**src/hw/rtl/spi_pkg.sv**
```systemverilog
// ----------------------------------------------------------------------------
// spi_pkg
// shared types and constants of the segment / plane intersection block
// ----------------------------------------------------------------------------
`default_nettype none

package spi_pkg;

   localparam int DATA_W = 32;
   localparam int TOL_W  = 17;
   localparam int FRAC_W = 16;
   localparam int DOT_W  = 35;              // rounded dot product, q19.16
   localparam int NUM_W  = 36;              // offset minus dot, wide
   localparam int REM_W  = NUM_W + FRAC_W;  // dividend magnitude
   localparam int QUO_W  = 18;              // quotient bits kept, range is below 2^18
   localparam int CSR_W  = 3;

   localparam logic signed [DATA_W-1:0] NORMAL_Z_RESET = 32'sh4000_0000;
   localparam logic [TOL_W-1:0]         TOL_RESET      = 17'd66;

   typedef enum logic [CSR_W-1:0] {
      CSR_NORMAL_X     = 3'd0,
      CSR_NORMAL_Y     = 3'd1,
      CSR_NORMAL_Z     = 3'd2,
      CSR_PLANE_OFFSET = 3'd3,
      CSR_TOLERANCE    = 3'd4
   } spi_csr_type;

   typedef struct packed {
      logic signed [DATA_W-1:0] start_x;
      logic signed [DATA_W-1:0] start_y;
      logic signed [DATA_W-1:0] start_z;
      logic signed [DATA_W-1:0] dir_x;
      logic signed [DATA_W-1:0] dir_y;
      logic signed [DATA_W-1:0] dir_z;
   } spi_req_type;

   typedef struct packed {
      logic                     hit;
      logic signed [DATA_W-1:0] hit_param;
      logic signed [DATA_W-1:0] start_distance;
      logic                     start_behind;
   } spi_rsp_type;

   // status that rides along the divider cells
   typedef struct packed {
      logic                     qneg;
      logic                     ok;
      logic [TOL_W-1:0]         tol;
      logic signed [DATA_W-1:0] dist_sat;
      logic                     behind;
   } spi_side_type;

endpackage

`default_nettype wire

```
**src/hw/rtl/spi_div_cell.sv**
```systemverilog
// ----------------------------------------------------------------------------
// spi_div_cell
// one restoring division step, one quotient bit, registered
// ----------------------------------------------------------------------------
`default_nettype none

module spi_div_cell
   import spi_pkg::*;
#(
   parameter int SHIFT = 0
)(
   input  wire logic                 clock,
   input  wire logic                 reset,
   input  wire logic                 in_valid,
   input  wire logic [REM_W-1:0]     in_rem,
   input  wire logic [DOT_W-1:0]     in_den,
   input  wire logic [QUO_W-1:0]     in_quo,
   input  wire spi_side_type         in_side,
   output logic                      out_valid,
   output logic [REM_W-1:0]          out_rem,
   output logic [DOT_W-1:0]          out_den,
   output logic [QUO_W-1:0]          out_quo,
   output spi_side_type              out_side
);

   logic [REM_W-1:0] den_sh;
   logic [REM_W:0]   diff;
   logic             valid_ff;
   logic [REM_W-1:0] rem_ff, rem_in;
   logic [DOT_W-1:0] den_ff;
   logic [QUO_W-1:0] quo_ff, quo_in;
   spi_side_type     side_ff;

   assign den_sh = REM_W'(in_den) << SHIFT;
   assign diff   = {1'b0, in_rem} - {1'b0, den_sh};

   always_comb begin
      if (!diff[REM_W]) begin
         rem_in = diff[REM_W-1:0];
         quo_in = {in_quo[QUO_W-2:0], 1'b1};
      end else begin
         rem_in = in_rem;
         quo_in = {in_quo[QUO_W-2:0], 1'b0};
      end
   end

   always_ff @(posedge clock) begin
      if (reset) begin
         valid_ff <= 1'b0;
      end else begin
         valid_ff <= in_valid;
      end
   end

   always_ff @(posedge clock) begin
      rem_ff  <= rem_in;
      den_ff  <= in_den;
      quo_ff  <= quo_in;
      side_ff <= in_side;
   end

   assign out_valid = valid_ff;
   assign out_rem   = rem_ff;
   assign out_den   = den_ff;
   assign out_quo   = quo_ff;
   assign out_side  = side_ff;

endmodule

`default_nettype wire

```
**config.mk**
```make
export PLATFORM = sky130hd
export DESIGN_NAME = spi_div_cell
export DESIGN_NICKNAME = d
export VERILOG_FILES = /design/src/hw/rtl/spi_pkg.sv /design/src/hw/rtl/spi_div_cell.sv
export SDC_FILE = /design/constraint.sdc
export NUM_CORES = 1
export LEC_CHECK = 0
export BUFFER_PORTS_ARGS = -buffer_cell sky130_fd_sc_hd__buf_4
export CAP_MARGIN = 10
export CORE_AREA = 5 5 121 123
export DETAILED_ROUTE_END_ITERATION = 7
export DIE_AREA = 0 0 126 128
export PLACE_DENSITY = 0.83
export SYNTH_ARGS = -nofsm -noshare
export SYNTH_HDL_FRONTEND = slang
export SYNTH_SLANG_ARGS = --single-unit
```
**constraint.sdc**
```tcl
create_clock -name clock -period 5.4 [get_ports clock]
set_clock_uncertainty 0.05 [all_clocks]
set_input_delay 1.08 -clock clock [delete_from_list [all_inputs] [get_ports clock]]
set_output_delay 1.08 -clock clock [all_outputs]
set_load 0.005 [all_outputs]
```
# Word-level counts from Yosys, hierarchy flattened
# Index checks and enable logic that the tools add are counted.
[op_classes]
muxes = 2
addsub = 1
[ops]
columns = ["cell", "n"]
rows = [
  ["subtractor 52 x 35 -> 53 bit", 1],
  ["2-to-1 mux 52 bit", 1],
  ["2-to-1 mux 1 bit", 1],
]
[word_totals]
register_bits = 158
wordCells = 12
out_inout_bits = 158

# Depth between registers and ports, before layout
# Gate-level depths: netlist of run 1.
[depth]
word_depth = 2
depth_mapped = 13

# Least setup slack after synthesis of run 1
# OpenSTA, ideal clock, no wires.
[synth_timing]
path_kind = "input port to flip-flop"
start = "in in_rem[0]"
end = "reg rem_ff[43] (netlist: out_rem[43])"
arrival_time_ns = 3.541
path_stages = 12
path_slack_ns = 1.737
setup_time_ns = 0.072
n_path_buf = 0
path_cell_list = "inv_1 -> ha_1 -> fa_1 -> nand2b_1 -> a21oi_1 -> o21ba_1 -> o2111ai_2 -> a31oi_4 -> o221ai_2 -> or4_1 -> a21oi_2 -> xor2_1"
[synth_via]
elab_chain_cells = 2
[synth_lines]
columns = ["item", "line", "rtl"]
rows = [
  ["from (decl)", "spi_div_cell.sv:15", "input wire logic [REM_W-1:0] in_rem,"],
  ["subtractor 52 x 35 -> 53 bit", "spi_div_cell.sv:35", "assign diff = {1'b0, in_rem} - {1'b0, den_sh};"],
  ["2-to-1 mux 52 bit", "spi_div_cell.sv:38", "if (!diff[REM_W]) begin"],
  ["net rem_in[43]", "spi_div_cell.sv:29", "logic [REM_W-1:0] rem_ff, rem_in;"],
  ["to (signal assigned)", "spi_div_cell.sv:56", "rem_ff <= rem_in;"],
  ["to (decl)", "spi_div_cell.sv:29", ""],
]
# The timed path passes the listed nets, and every way through them passes these cells.
# A chain may end at the register's enable or synchronous reset.

# Worst setup path in the final report of run 1
[layout_timing]
start = "in in_den[8]"
end = "reg rem_ff[31] (netlist: out_rem[31])"
[layout_via]
elab_chain_cells = 2
[layout_lines]
columns = ["item", "line", "rtl"]
rows = [
  ["from (decl)", "spi_div_cell.sv:16", "input wire logic [DOT_W-1:0] in_den,"],
  ["subtractor 52 x 35 -> 53 bit", "spi_div_cell.sv:35", ""],
  ["2-to-1 mux 52 bit", "spi_div_cell.sv:38", ""],
  ["net rem_in[31]", "spi_div_cell.sv:29", ""],
]
# The timed path passes the listed nets, and every way through them passes these cells.

==> flow_summary_export.csv, run 1 <==
group,metric,value,unit
cells_and_area,drive_gt1_share,38.6,%
worst_setup_path,cp_num_cells,12,
clock_network,cts_inserted_buffers,17,
sta,grt_setup_unrepaired,"no",
detailed_routing,detail_route.iter0.violations,360,
logic_synthesis,synth-edff-count,0,
cells_and_area,register_area,3160,sq um
placement,io_buffers,316,
detailed_routing,detailroute.via_count,5679,
sta,fin_worst_hold_slack,708,ps
detailed_routing,drt-vias-per-instance,5.00,
global_routing,grt_first_pass_wirelength,30800,um
sta,layout_worst_path_cycle_share,71.4,%
min_path,hp-class,"primary input to register",
floorplan,core_area,13600,sq um
worst_setup_path,timing.critical_path.to_type,"register",
logic_synthesis,syn-cell-area,6080,sq um
sta,timing.final.setup_violations,0,
sta,worstMarginPinSlew,872,ps
clock_network,cts_htree_levels,4,
worst_setup_path,path_class,"primary input to register",
worst_setup_path,max_stage_delay,740,ps
worst_setup_path,timing.critical_path.fanout_max,9,
cells_and_area,area_growth,51.3,%
floorplan,floorplan.rows,43,
cells_and_area,area_of_the_multi_input_gates,2670,sq um
logic_synthesis,synthesis.area_per_instance,9.77,sq um
sta,timing.final.max_slew_violations,0,
worst_setup_path,crit_path_cell_trace,"buf_4 > inv_1 > ha_1 > and2_1 > nand4_1 > a21oi_1 > o21ai_1 > a21oi_1 > a211oi_1 > o31ai_2 > mux2_2 > nor3_1",
worst_setup_path,cp_top_family,"compound AO/OA/AOI/OAI gates",
cells_and_area,fillerInstances,1079,
clock_network,post_cts_buffers,0,
pwr,p_leak,4.43,nW
logic_synthesis,synthesis.instances,622,
worst_setup_path,cp-start-kind,"primary input",
clock_network,clk_pin_slew_worst_paths,70,ps
cells_and_area,num_antenna_cells,0,
floorplan,die_w,126,um
pwr,vdd_drop_max,0.000204,V
global_routing,overflow_left_after_global_routing,0,
logic_synthesis,asyncSetResetFlopFracSynth,0,%
cells_and_area,final_cell_mix,"buf_4, dfxtp_1, nand2_1",
global_routing,gr-usage-all-layers,25.0,%
global_routing,antenna_violations_before_repair,2,
detailed_routing,detail-route-antenna-nets,0,
logic_synthesis,ys_ff_latch,158,
min_path,worstHoldPathCells,1,
sta,achievable-frequency,259,MHz
logic_synthesis,synth.net_count,818,
pwr,power.density,334,nW/um^2
worst_setup_path,critPathArrivalTime,4150,ps
clock_network,clkSinkCount,158,
worst_setup_path,worst_path_most_repeated_cell,"a21oi_1",
detailed_routing,drt_drc_violations_left,0,
clock_network,tritoncts,"built",
detailed_routing,detail_route.first_pass.iterations,4,
placement,gpl_congestion,0.859,
sta,timing.slew.headroom,41.5,%
sta,hold_viol,0,
floorplan,fp.dieH,128,um
worst_setup_path,critPathSlowestCell,"o31ai_2",
clock_network,hold_buffers,0,
floorplan,initial_utilization,44.8,%
detailed_routing,totalWireLength,20700,um
cells_and_area,final_core_util,67.8,%
clock_network,max-clock-path-buffers,2,
logic_synthesis,synth.lib_cells_used.distinct,60,
global_routing,vias_in_the_first_global_route,5597,
global_routing,maximum_number_of_pins_on_one_net_before_global_route_repair,42,
cells_and_area,total_number_of_nets_in_the_final_design,1139,
floorplan,floorplan.die_area,16100,sq um
logic_synthesis,synth-warning-count,0,
logic_synthesis,synth_flop_cell,"dfxtp_1",
detailed_routing,avgRoutedWirePerCell,18.2,um
sta,timing.setup.tns,0,ps
sta,timing.final.crit_period,3850,ps
placement,detailedPlacementHpwl,16900,um
job,maxcap_violations,0,
worst_setup_path,cp.required,5690,ps
clock_network,cts_resized,0,
logic_synthesis,synth_seq_area_share,52.0,%
floorplan,number_of_top_level_pins,318,
worst_setup_path,critPathBufInv,2,
cells_and_area,layout.cells.most_common,"buf_4",
outcome,status,"completed",
clock_network,cts.root.buffer_cell,"clkbuf_16",
## layout make-up
type / count / share of cell area [%]
inverter: 50 / 2.04
multi-input combinational: 398 / 29.0
clock buffer: 17 / 4.62
tap: 180 / 2.45
timing repair buffer: 318 / 26.0
sequential: 158 / 34.4
clock inverter: 14 / 1.58
## cells in the mapped netlist, types with 5 or more instances
| cell type | number | area [sq um] |
|---|---|---|
| nand2_1 | 64 | 240 |
| a31oi_1 | 10 | 62.6 |
| dfxtp_1 | 158 | 3160 |
| nand2b_1 | 7 | 43.8 |
| xnor2_1 | 24 | 210 |
| a21o_1 | 16 | 120 |
| ha_1 | 35 | 438 |
| nand3_1 | 7 | 35.0 |
| nand4_1 | 10 | 62.6 |
| o21ai_0 | 48 | 240 |
| inv_1 | 48 | 180 |
| nor3_1 | 8 | 40.0 |
| o21bai_1 | 5 | 37.5 |
| a21oi_1 | 41 | 205 |
| nor2_1 | 28 | 105 |
| clkbuf_1 | 14 | 52.6 |
| o21ai_1 | 9 | 45.0 |
| xor2_1 | 23 | 201 |
## cell families (layout without fill, tap and decap cells)
group / count (synthesis) / count (layout) / share of synthesized area (%)
compound gates: 162 / 162 / 16.9
xor+xnor: 47 / 47 / 6.77
fa+ha+maj: 36 / 36 / 7.53
buf+inv: 66 / 399 / 4.12
flops: 158 / 158 / 52.0
mux: 1 / 1 / 0.185
simple gates: 152 / 152 / 12.4
## state kept, by name (all words and copies together) (netlist names)
name / count
out_side: 52
out_rem: 52
out_den: 35
out_valid: 1
out_quo: 18
## final timing paths
kind	startpoint	endpoint	slack, ps
min	in_side[26]	out_side[26]	710
max	in_den[8]	out_rem[31]	1550
## metrics by stage
| stage | total power [W] | setup slack, ps | cells | instance area [sq um] |
|---|---|---|---|---|
| floorplan | 0.00159 | 1740 | 622 | 6080 |
| global placement | 0.00192 | 1210 | 1104 | 8630 |
| detailed placement | 0.00194 | 1170 | 1104 | 8630 |
| CTS | 0.00310 | 1590 | 1135 | 9200 |
| global route | 0.00321 | 1390 | 1135 | 9200 |
| finish | 0.00307 | 1550 | 1135 | 9200 |
## routing by layer
layer  share of wire [%]  GRT usage [%]  up-vias
met1                  38           28.1     2595
met3                 8.8           9.58       34
li1                    -              -     2792
met4                 2.2           8.52        4
met5                0.11              0        -
met2                  51           43.4      254
## power by group
part,switching [W],internal [W]
Combinational,0.000284,0.000322
Sequential,0.0000305,0.00128
Clock,0.000511,0.000649
Total,0.000825,0.00225
No activity file was read; power rests on OpenSTA's default activity.
==> run 2, diff against run 1 <==
Settings changed: CORE_AREA 5 5 121 123 to not set, CORE_MARGIN set to 5, CORE_UTILIZATION set to 41, DIE_AREA 0 0 126 128 to not set, PLACE_DENSITY 0.83 to 0.79.
Clock period 5.4 ns to 3.4 ns, I/O delays scaled along.
==> flow_summary_export.csv, run 2 (same netlist as run 1, synthesis figures left out) <==
group,metric,value,unit
cells_and_area,num_antenna_cells,0,
cells_and_area,layout.cells.most_common,"buf_4",
clock_network,cts_htree_levels,4,
clock_network,cts.root.buffer_cell,"clkbuf_16",
placement,detailedPlacementHpwl,17200,um
clock_network,hold_buffers,0,
pwr,share_clk_of_total_power,37.9,%
worst_setup_path,critPathSlowestCell,"a2111oi_1",
worst_setup_path,cp_num_cells,13,
clock_network,max-clock-path-buffers,2,
sta,hold_viol,0,
sta,timing.final.setup_violations,0,
clock_network,tritoncts,"built",
placement,io_buffers,316,
clock_network,cts_inserted_buffers,17,
worst_setup_path,cp-endpoint,"out_rem[47]",
pwr,vdd_drop_max,0.000356,V
cells_and_area,fillerInstances,1199,
worst_setup_path,critical_path.startpoint,"in_den[1]",
global_routing,overflow_left_after_global_routing,0,
global_routing,grt_first_pass_wirelength,32100,um
floorplan,initial_utilization,41.8,%
worst_setup_path,cp_top_family,"compound AO/OA/AOI/OAI gates",
worst_setup_path,cp.required,3630,ps
detailed_routing,drt_drc_violations_left,0,
floorplan,core_area,14500,sq um
detailed_routing,detail_route.iter0.violations,286,
cells_and_area,register_area,3160,sq um
detailed_routing,drt-vias-per-instance,4.89,
pwr,power.switching_fraction,26.8,%
worst_setup_path,timing.critical_path.fanout_max,8,
cells_and_area,stdcell_area,9510,sq um
sta,timing.slew.headroom,61.3,%
worst_setup_path,critPathBufInv,3,
outcome,status,"completed",
clock_network,cts_resized,0,
floorplan,floorplan.die_area,17400,sq um
floorplan,number_of_top_level_pins,318,
pwr,cell_internal_pwr,0.00364,W
cells_and_area,final_core_util,65.4,%
pwr,seq_power_share,41.7,%
global_routing,antenna_violations_before_repair,1,
worst_setup_path,critPathArrivalTime,3410,ps
sta,grt_setup_unrepaired,"no",
detailed_routing,avgRoutedWirePerCell,17.7,um
cells_and_area,area_growth,56.4,%
global_routing,gr-usage-all-layers,23.5,%
placement,gpl_congestion,0.851,
clock_network,post_cts_buffers,0,
sta,timing.final.max_slew_violations,0,
pwr,power_frac_comb,20.4,%
detailed_routing,detailroute.via_count,5771,
clock_network,clk_pin_slew_worst_paths,70,ps
detailed_routing,totalWireLength,20900,um
sta,layout_worst_path_cycle_share,93.5,%
cells_and_area,total_number_of_nets_in_the_final_design,1178,
cells_and_area,final_cell_mix,"buf_4, dfxtp_1, nand2_1",
floorplan,die_w,132,um
sta,fin_worst_hold_slack,306,ps
global_routing,maximum_number_of_pins_on_one_net_before_global_route_repair,29,
pwr,power.density,523,nW/um^2
floorplan,fp.dieH,132,um
pwr,total_power,0.00497,W
cells_and_area,area_of_the_multi_input_gates,2670,sq um
worst_setup_path,crit_path_cell_trace,"buf_4 > inv_1 > ha_1 > nor2b_1 > o2111ai_1 > a21oi_1 > o21ai_1 > a21oi_1 > a211oi_1 > o31ai_2 > buf_4 > a2111oi_1 > xor2_1",
min_path,hp-class,"primary input to register",
detailed_routing,detail-route-antenna-nets,0,
sta,timing.final.crit_period,3180,ps
pwr,p_leak,4.63,nW
placement,placement.cell_area,8930,sq um
worst_setup_path,cp-start-kind,"primary input",
global_routing,vias_in_the_first_global_route,5834,
worst_setup_path,max_stage_delay,470,ps
job,maxcap_violations,0,
worst_setup_path,timing.critical_path.to_type,"register",
sta,worstMarginPinSlew,579,ps
clock_network,clkSinkCount,158,
detailed_routing,detail_route.first_pass.iterations,5,
worst_setup_path,path_class,"primary input to register",
sta,achievable-frequency,315,MHz
pwr,switchingPower,0.00133,W
floorplan,floorplan.rows,44,
cells_and_area,drive_gt1_share,41.0,%
[run 2: per-stage QoR]
| stage | setup WS [ps] | instances | TNS (ps) |
|---|---|---|---|
| floorplan | 137 | 622 | 0 |
| global placement | -86.8 | 1147 | -449 |
| detailed placement | -152 | 1147 | -745 |
| CTS | 288 | 1179 | 0 |
| global route | 79.6 | 1179 | 0 |
| finish | 222 | 1179 | 0 |
[run 2: final cells by class]
type,instances,share of cell area (%)
Sequential cell,158,33.3
Tap cell,184,2.42
Multi-Input combinational cell,398,28.0
Inverter,50,1.97
Clock buffer,19,4.66
Clock inverter,13,1.46
Timing Repair Buffer,357,28.2
[run 2: worst min path at each step]
| stage | start | endpoint | slack [ps] | cells past startpoint |
|---|---|---|---|---|
| after floorplan | in_den[0] | out_den[0] | 660 | 0 |
| after global placement | in_side[24] | out_side[24] | 730 | 1 |
| after detailed placement | in_side[26] | out_side[26] | 740 | 1 |
| after CTS | in_quo[6] | out_quo[7] | 290 | 1 |
| after global routing | in_side[2] | out_side[2] | 280 | 1 |
| final | in_quo[6] | out_quo[7] | 310 | 1 |
[run 2: power groups by stage]
stage / Clock, W / Sequential (W) / Combinational (W)
final: 0.00188 / 0.00207 / 0.00102
after global routing: 0.00201 / 0.00209 / 0.00110
after CTS: 0.00192 / 0.00207 / 0.00102
after detailed placement: 0 / 0.00211 / 0.00102
after global placement: 0 / 0.00211 / 0.00100
after floorplan: 0 / 0.00214 / 0.000383
[run 2: routing by layer]
metal | global-route usage (%) | wire (um) | vias up
li1 | - | - | 2871
met1 | 25.5 | 7990 | 2628
met2 | 42.0 | 10700 | 233
met3 | 8.32 | 1500 | 37
met4 | 8.63 | 647 | 2
met5 | 0 | 13 | -
==> run 3, diff against run 2 <==
==> constraint.sdc (replaced) <==
create_clock -name clock -period 3.4 [get_ports clock]
set_clock_uncertainty 0.05 [all_clocks]
set_input_delay 0.17 -clock clock [delete_from_list [all_inputs] [get_ports clock]]
set_output_delay 0.17 -clock clock [all_outputs]
set_load 0.005 [all_outputs]
==> flow_summary_export.csv, run 3 (same netlist as run 1, synthesis figures left out) <==
group,metric,value,unit
placement,detailedPlacementHpwl,16800,um
global_routing,overflow_left_after_global_routing,0,
clock_network,clkSinkCount,158,
floorplan,die_w,132,um
placement,gpl_congestion,0.831,
sta,grt_setup_unrepaired,"yes",
floorplan,initial_utilization,41.8,%
min_path,hp-class,"primary input to register",
sta,fin_worst_hold_slack,-0.819,ps
cells_and_area,layout.cells.most_common,"buf_4",
floorplan,number_of_top_level_pins,318,
job,maxcap_violations,0,
cells_and_area,area_of_the_multi_input_gates,2700,sq um
placement,preCtsSetupSlack,196,ps
pwr,power_frac_comb,22.5,%
sta,timing.final.max_slew_violations,0,
global_routing,vias_in_the_first_global_route,6803,
worst_setup_path,crit_path_cell_trace,"dlygate4sd3_1 > buf_4 > inv_1 > ha_1 > nor2b_1 > o2111ai_1 > a21oi_1 > o21ai_1 > a21oi_1 > a211oi_2 > o31ai_2 > buf_4 > a2111oi_1 > xor2_1",
outcome,status,"finished, violations left",
clock_network,tritoncts,"built",
global_routing,grt_first_pass_wirelength,39700,um
detailed_routing,drt-vias-per-instance,5.00,
detailed_routing,detail_route.iter0.violations,343,
cells_and_area,drive_gt1_share,33.8,%
detailed_routing,totalWireLength,26200,um
sta,setup_slack_after_layout,62.2,ps
outcome,violations,"negative hold slack",
worst_setup_path,critical_path.startpoint,"in_den[1]",
cells_and_area,fillerInstances,939,
detailed_routing,drt_drc_violations_left,0,
detailed_routing,detail_route.first_pass.iterations,4,
sta,timing.slew.headroom,57.8,%
worst_setup_path,timing.critical_path.to_type,"register",
clock_network,clk_pin_slew_worst_paths,60,ps
detailed_routing,detail-route-antenna-nets,0,
sta,timing.final.crit_period,3340,ps
worst_setup_path,cp.required,3620,ps
cells_and_area,final_cell_mix,"buf_4, dfxtp_1, dlygate4sd3_1",
placement,io_buffers,316,
pwr,power.switching_fraction,27.5,%
detailed_routing,detailroute.via_count,6515,
worst_setup_path,path_class,"primary input to register",
pwr,share_clk_of_total_power,37.5,%
sta,achievable-frequency,300,MHz
global_routing,gr-usage-all-layers,29.1,%
worst_setup_path,max_stage_delay,570,ps
floorplan,fp.dieH,132,um
min_path,worstHoldPathCells,3,
cells_and_area,area_growth,78.9,%
worst_setup_path,timing.critical_path.fanout_max,9,
clock_network,cts_inserted_buffers,17,
global_routing,antenna_violations_before_repair,2,
sta,timing.final.setup_violations,0,
cells_and_area,register_area,3160,sq um
floorplan,core_area,14500,sq um
clock_network,cts.root.buffer_cell,"clkbuf_16",
pwr,seq_power_share,40.0,%
pwr,vdd_drop_max,0.000335,V
floorplan,floorplan.die_area,17400,sq um
worst_setup_path,cp-start-kind,"primary input",
pwr,p_leak,5.12,nW
pwr,cell_internal_pwr,0.00377,W
clock_network,cts_htree_levels,4,
pwr,switchingPower,0.00144,W
floorplan,floorplan.rows,44,
worst_setup_path,critPathSlowestCell,"a2111oi_1",
clock_network,max-clock-path-buffers,2,
sta,hold_viol,1,
cells_and_area,total_number_of_nets_in_the_final_design,1301,
sta,worstMarginPinSlew,630,ps
worst_setup_path,cp-endpoint,"out_rem[47]",
worst_setup_path,critPathArrivalTime,3560,ps
sta,layout_worst_path_cycle_share,98.2,%
global_routing,maximum_number_of_pins_on_one_net_before_global_route_repair,55,
pwr,power.density,479,nW/um^2
detailed_routing,avgRoutedWirePerCell,20.1,um
## run 3: worst min-delay path by stage
stage	start	to	slack (ps)
after floorplan	in_den[0]	out_den[0]	150
after global placement	in_quo[0]	out_quo[1]	220
after detailed placement	in_quo[14]	out_quo[15]	230
after CTS	in_rem[31]	out_rem[31]	0.1
after global routing	in_rem[31]	out_rem[31]	40
final	in_rem[31]	out_rem[31]	-0.8
## run 3: what timing repair did
item / CTS / global route
hold endpoints to repair: 156 / 0
endpoints found under the setup margin: 0 / 11
resized for setup: 0 / 6
setup buffers: 0 / 1
hold buffers: 157 / 0
## run 3: through the flow
step / power, W / cells / TNS [ps] / instance area, sq um / util [%]
after global routing: 0.00540 / 1302 / -108 / 10900 / 74.8
after CTS: 0.00517 / 1300 / 0 / 10800 / 74.5
after detailed placement: 0.00309 / 1112 / 0 / 8660 / 59.6
final: 0.00521 / 1302 / 0 / 10900 / 74.8
after global placement: 0.00307 / 1112 / 0 / 8660 / 59.6
after floorplan: 0.00252 / 622 / 0 / 6080 / -
## run 3: critical path, delay by kind of cell
kind	cells	cell delay, ps
AND/OR/NAND/NOR	1	140
adder cells (fa/ha/maj)	1	270
AO/OA/AOI/OAI	7	1910
buffers and inverters	4	900
XOR/XNOR	1	140
## run 3: layout make-up
type,instances,area share (%)
diodes,1,0.0230
well taps,184,2.12
inverters,50,1.73
repair buffers,480,36.8
clock buffers,17,3.91
flip-flops and latches,158,29.1
multi-input cells,398,24.8
clock inverters,14,1.59
## run 3: per-layer routing
metal / GRT usage [%] / vias to the layer above / share of wire, %
li1: - / 3110 / -
met4: 14.1 / 2 / 5.0
met5: 0 / - / 0.050
met2: 52.1 / 315 / 51
met3: 7.56 / 76 / 5.7
met1: 31.8 / 3012 / 38
## run 3: power groups by stage
stage | registers, W | logic [W] | clock network, W
finish | 0.00209 | 0.00117 | 0.00195
floorplan | 0.00214 | 0.000383 | 0
detailed placement | 0.00212 | 0.000970 | 0
CTS | 0.00208 | 0.00113 | 0.00196
global placement | 0.00211 | 0.000959 | 0
global route | 0.00210 | 0.00125 | 0.00205
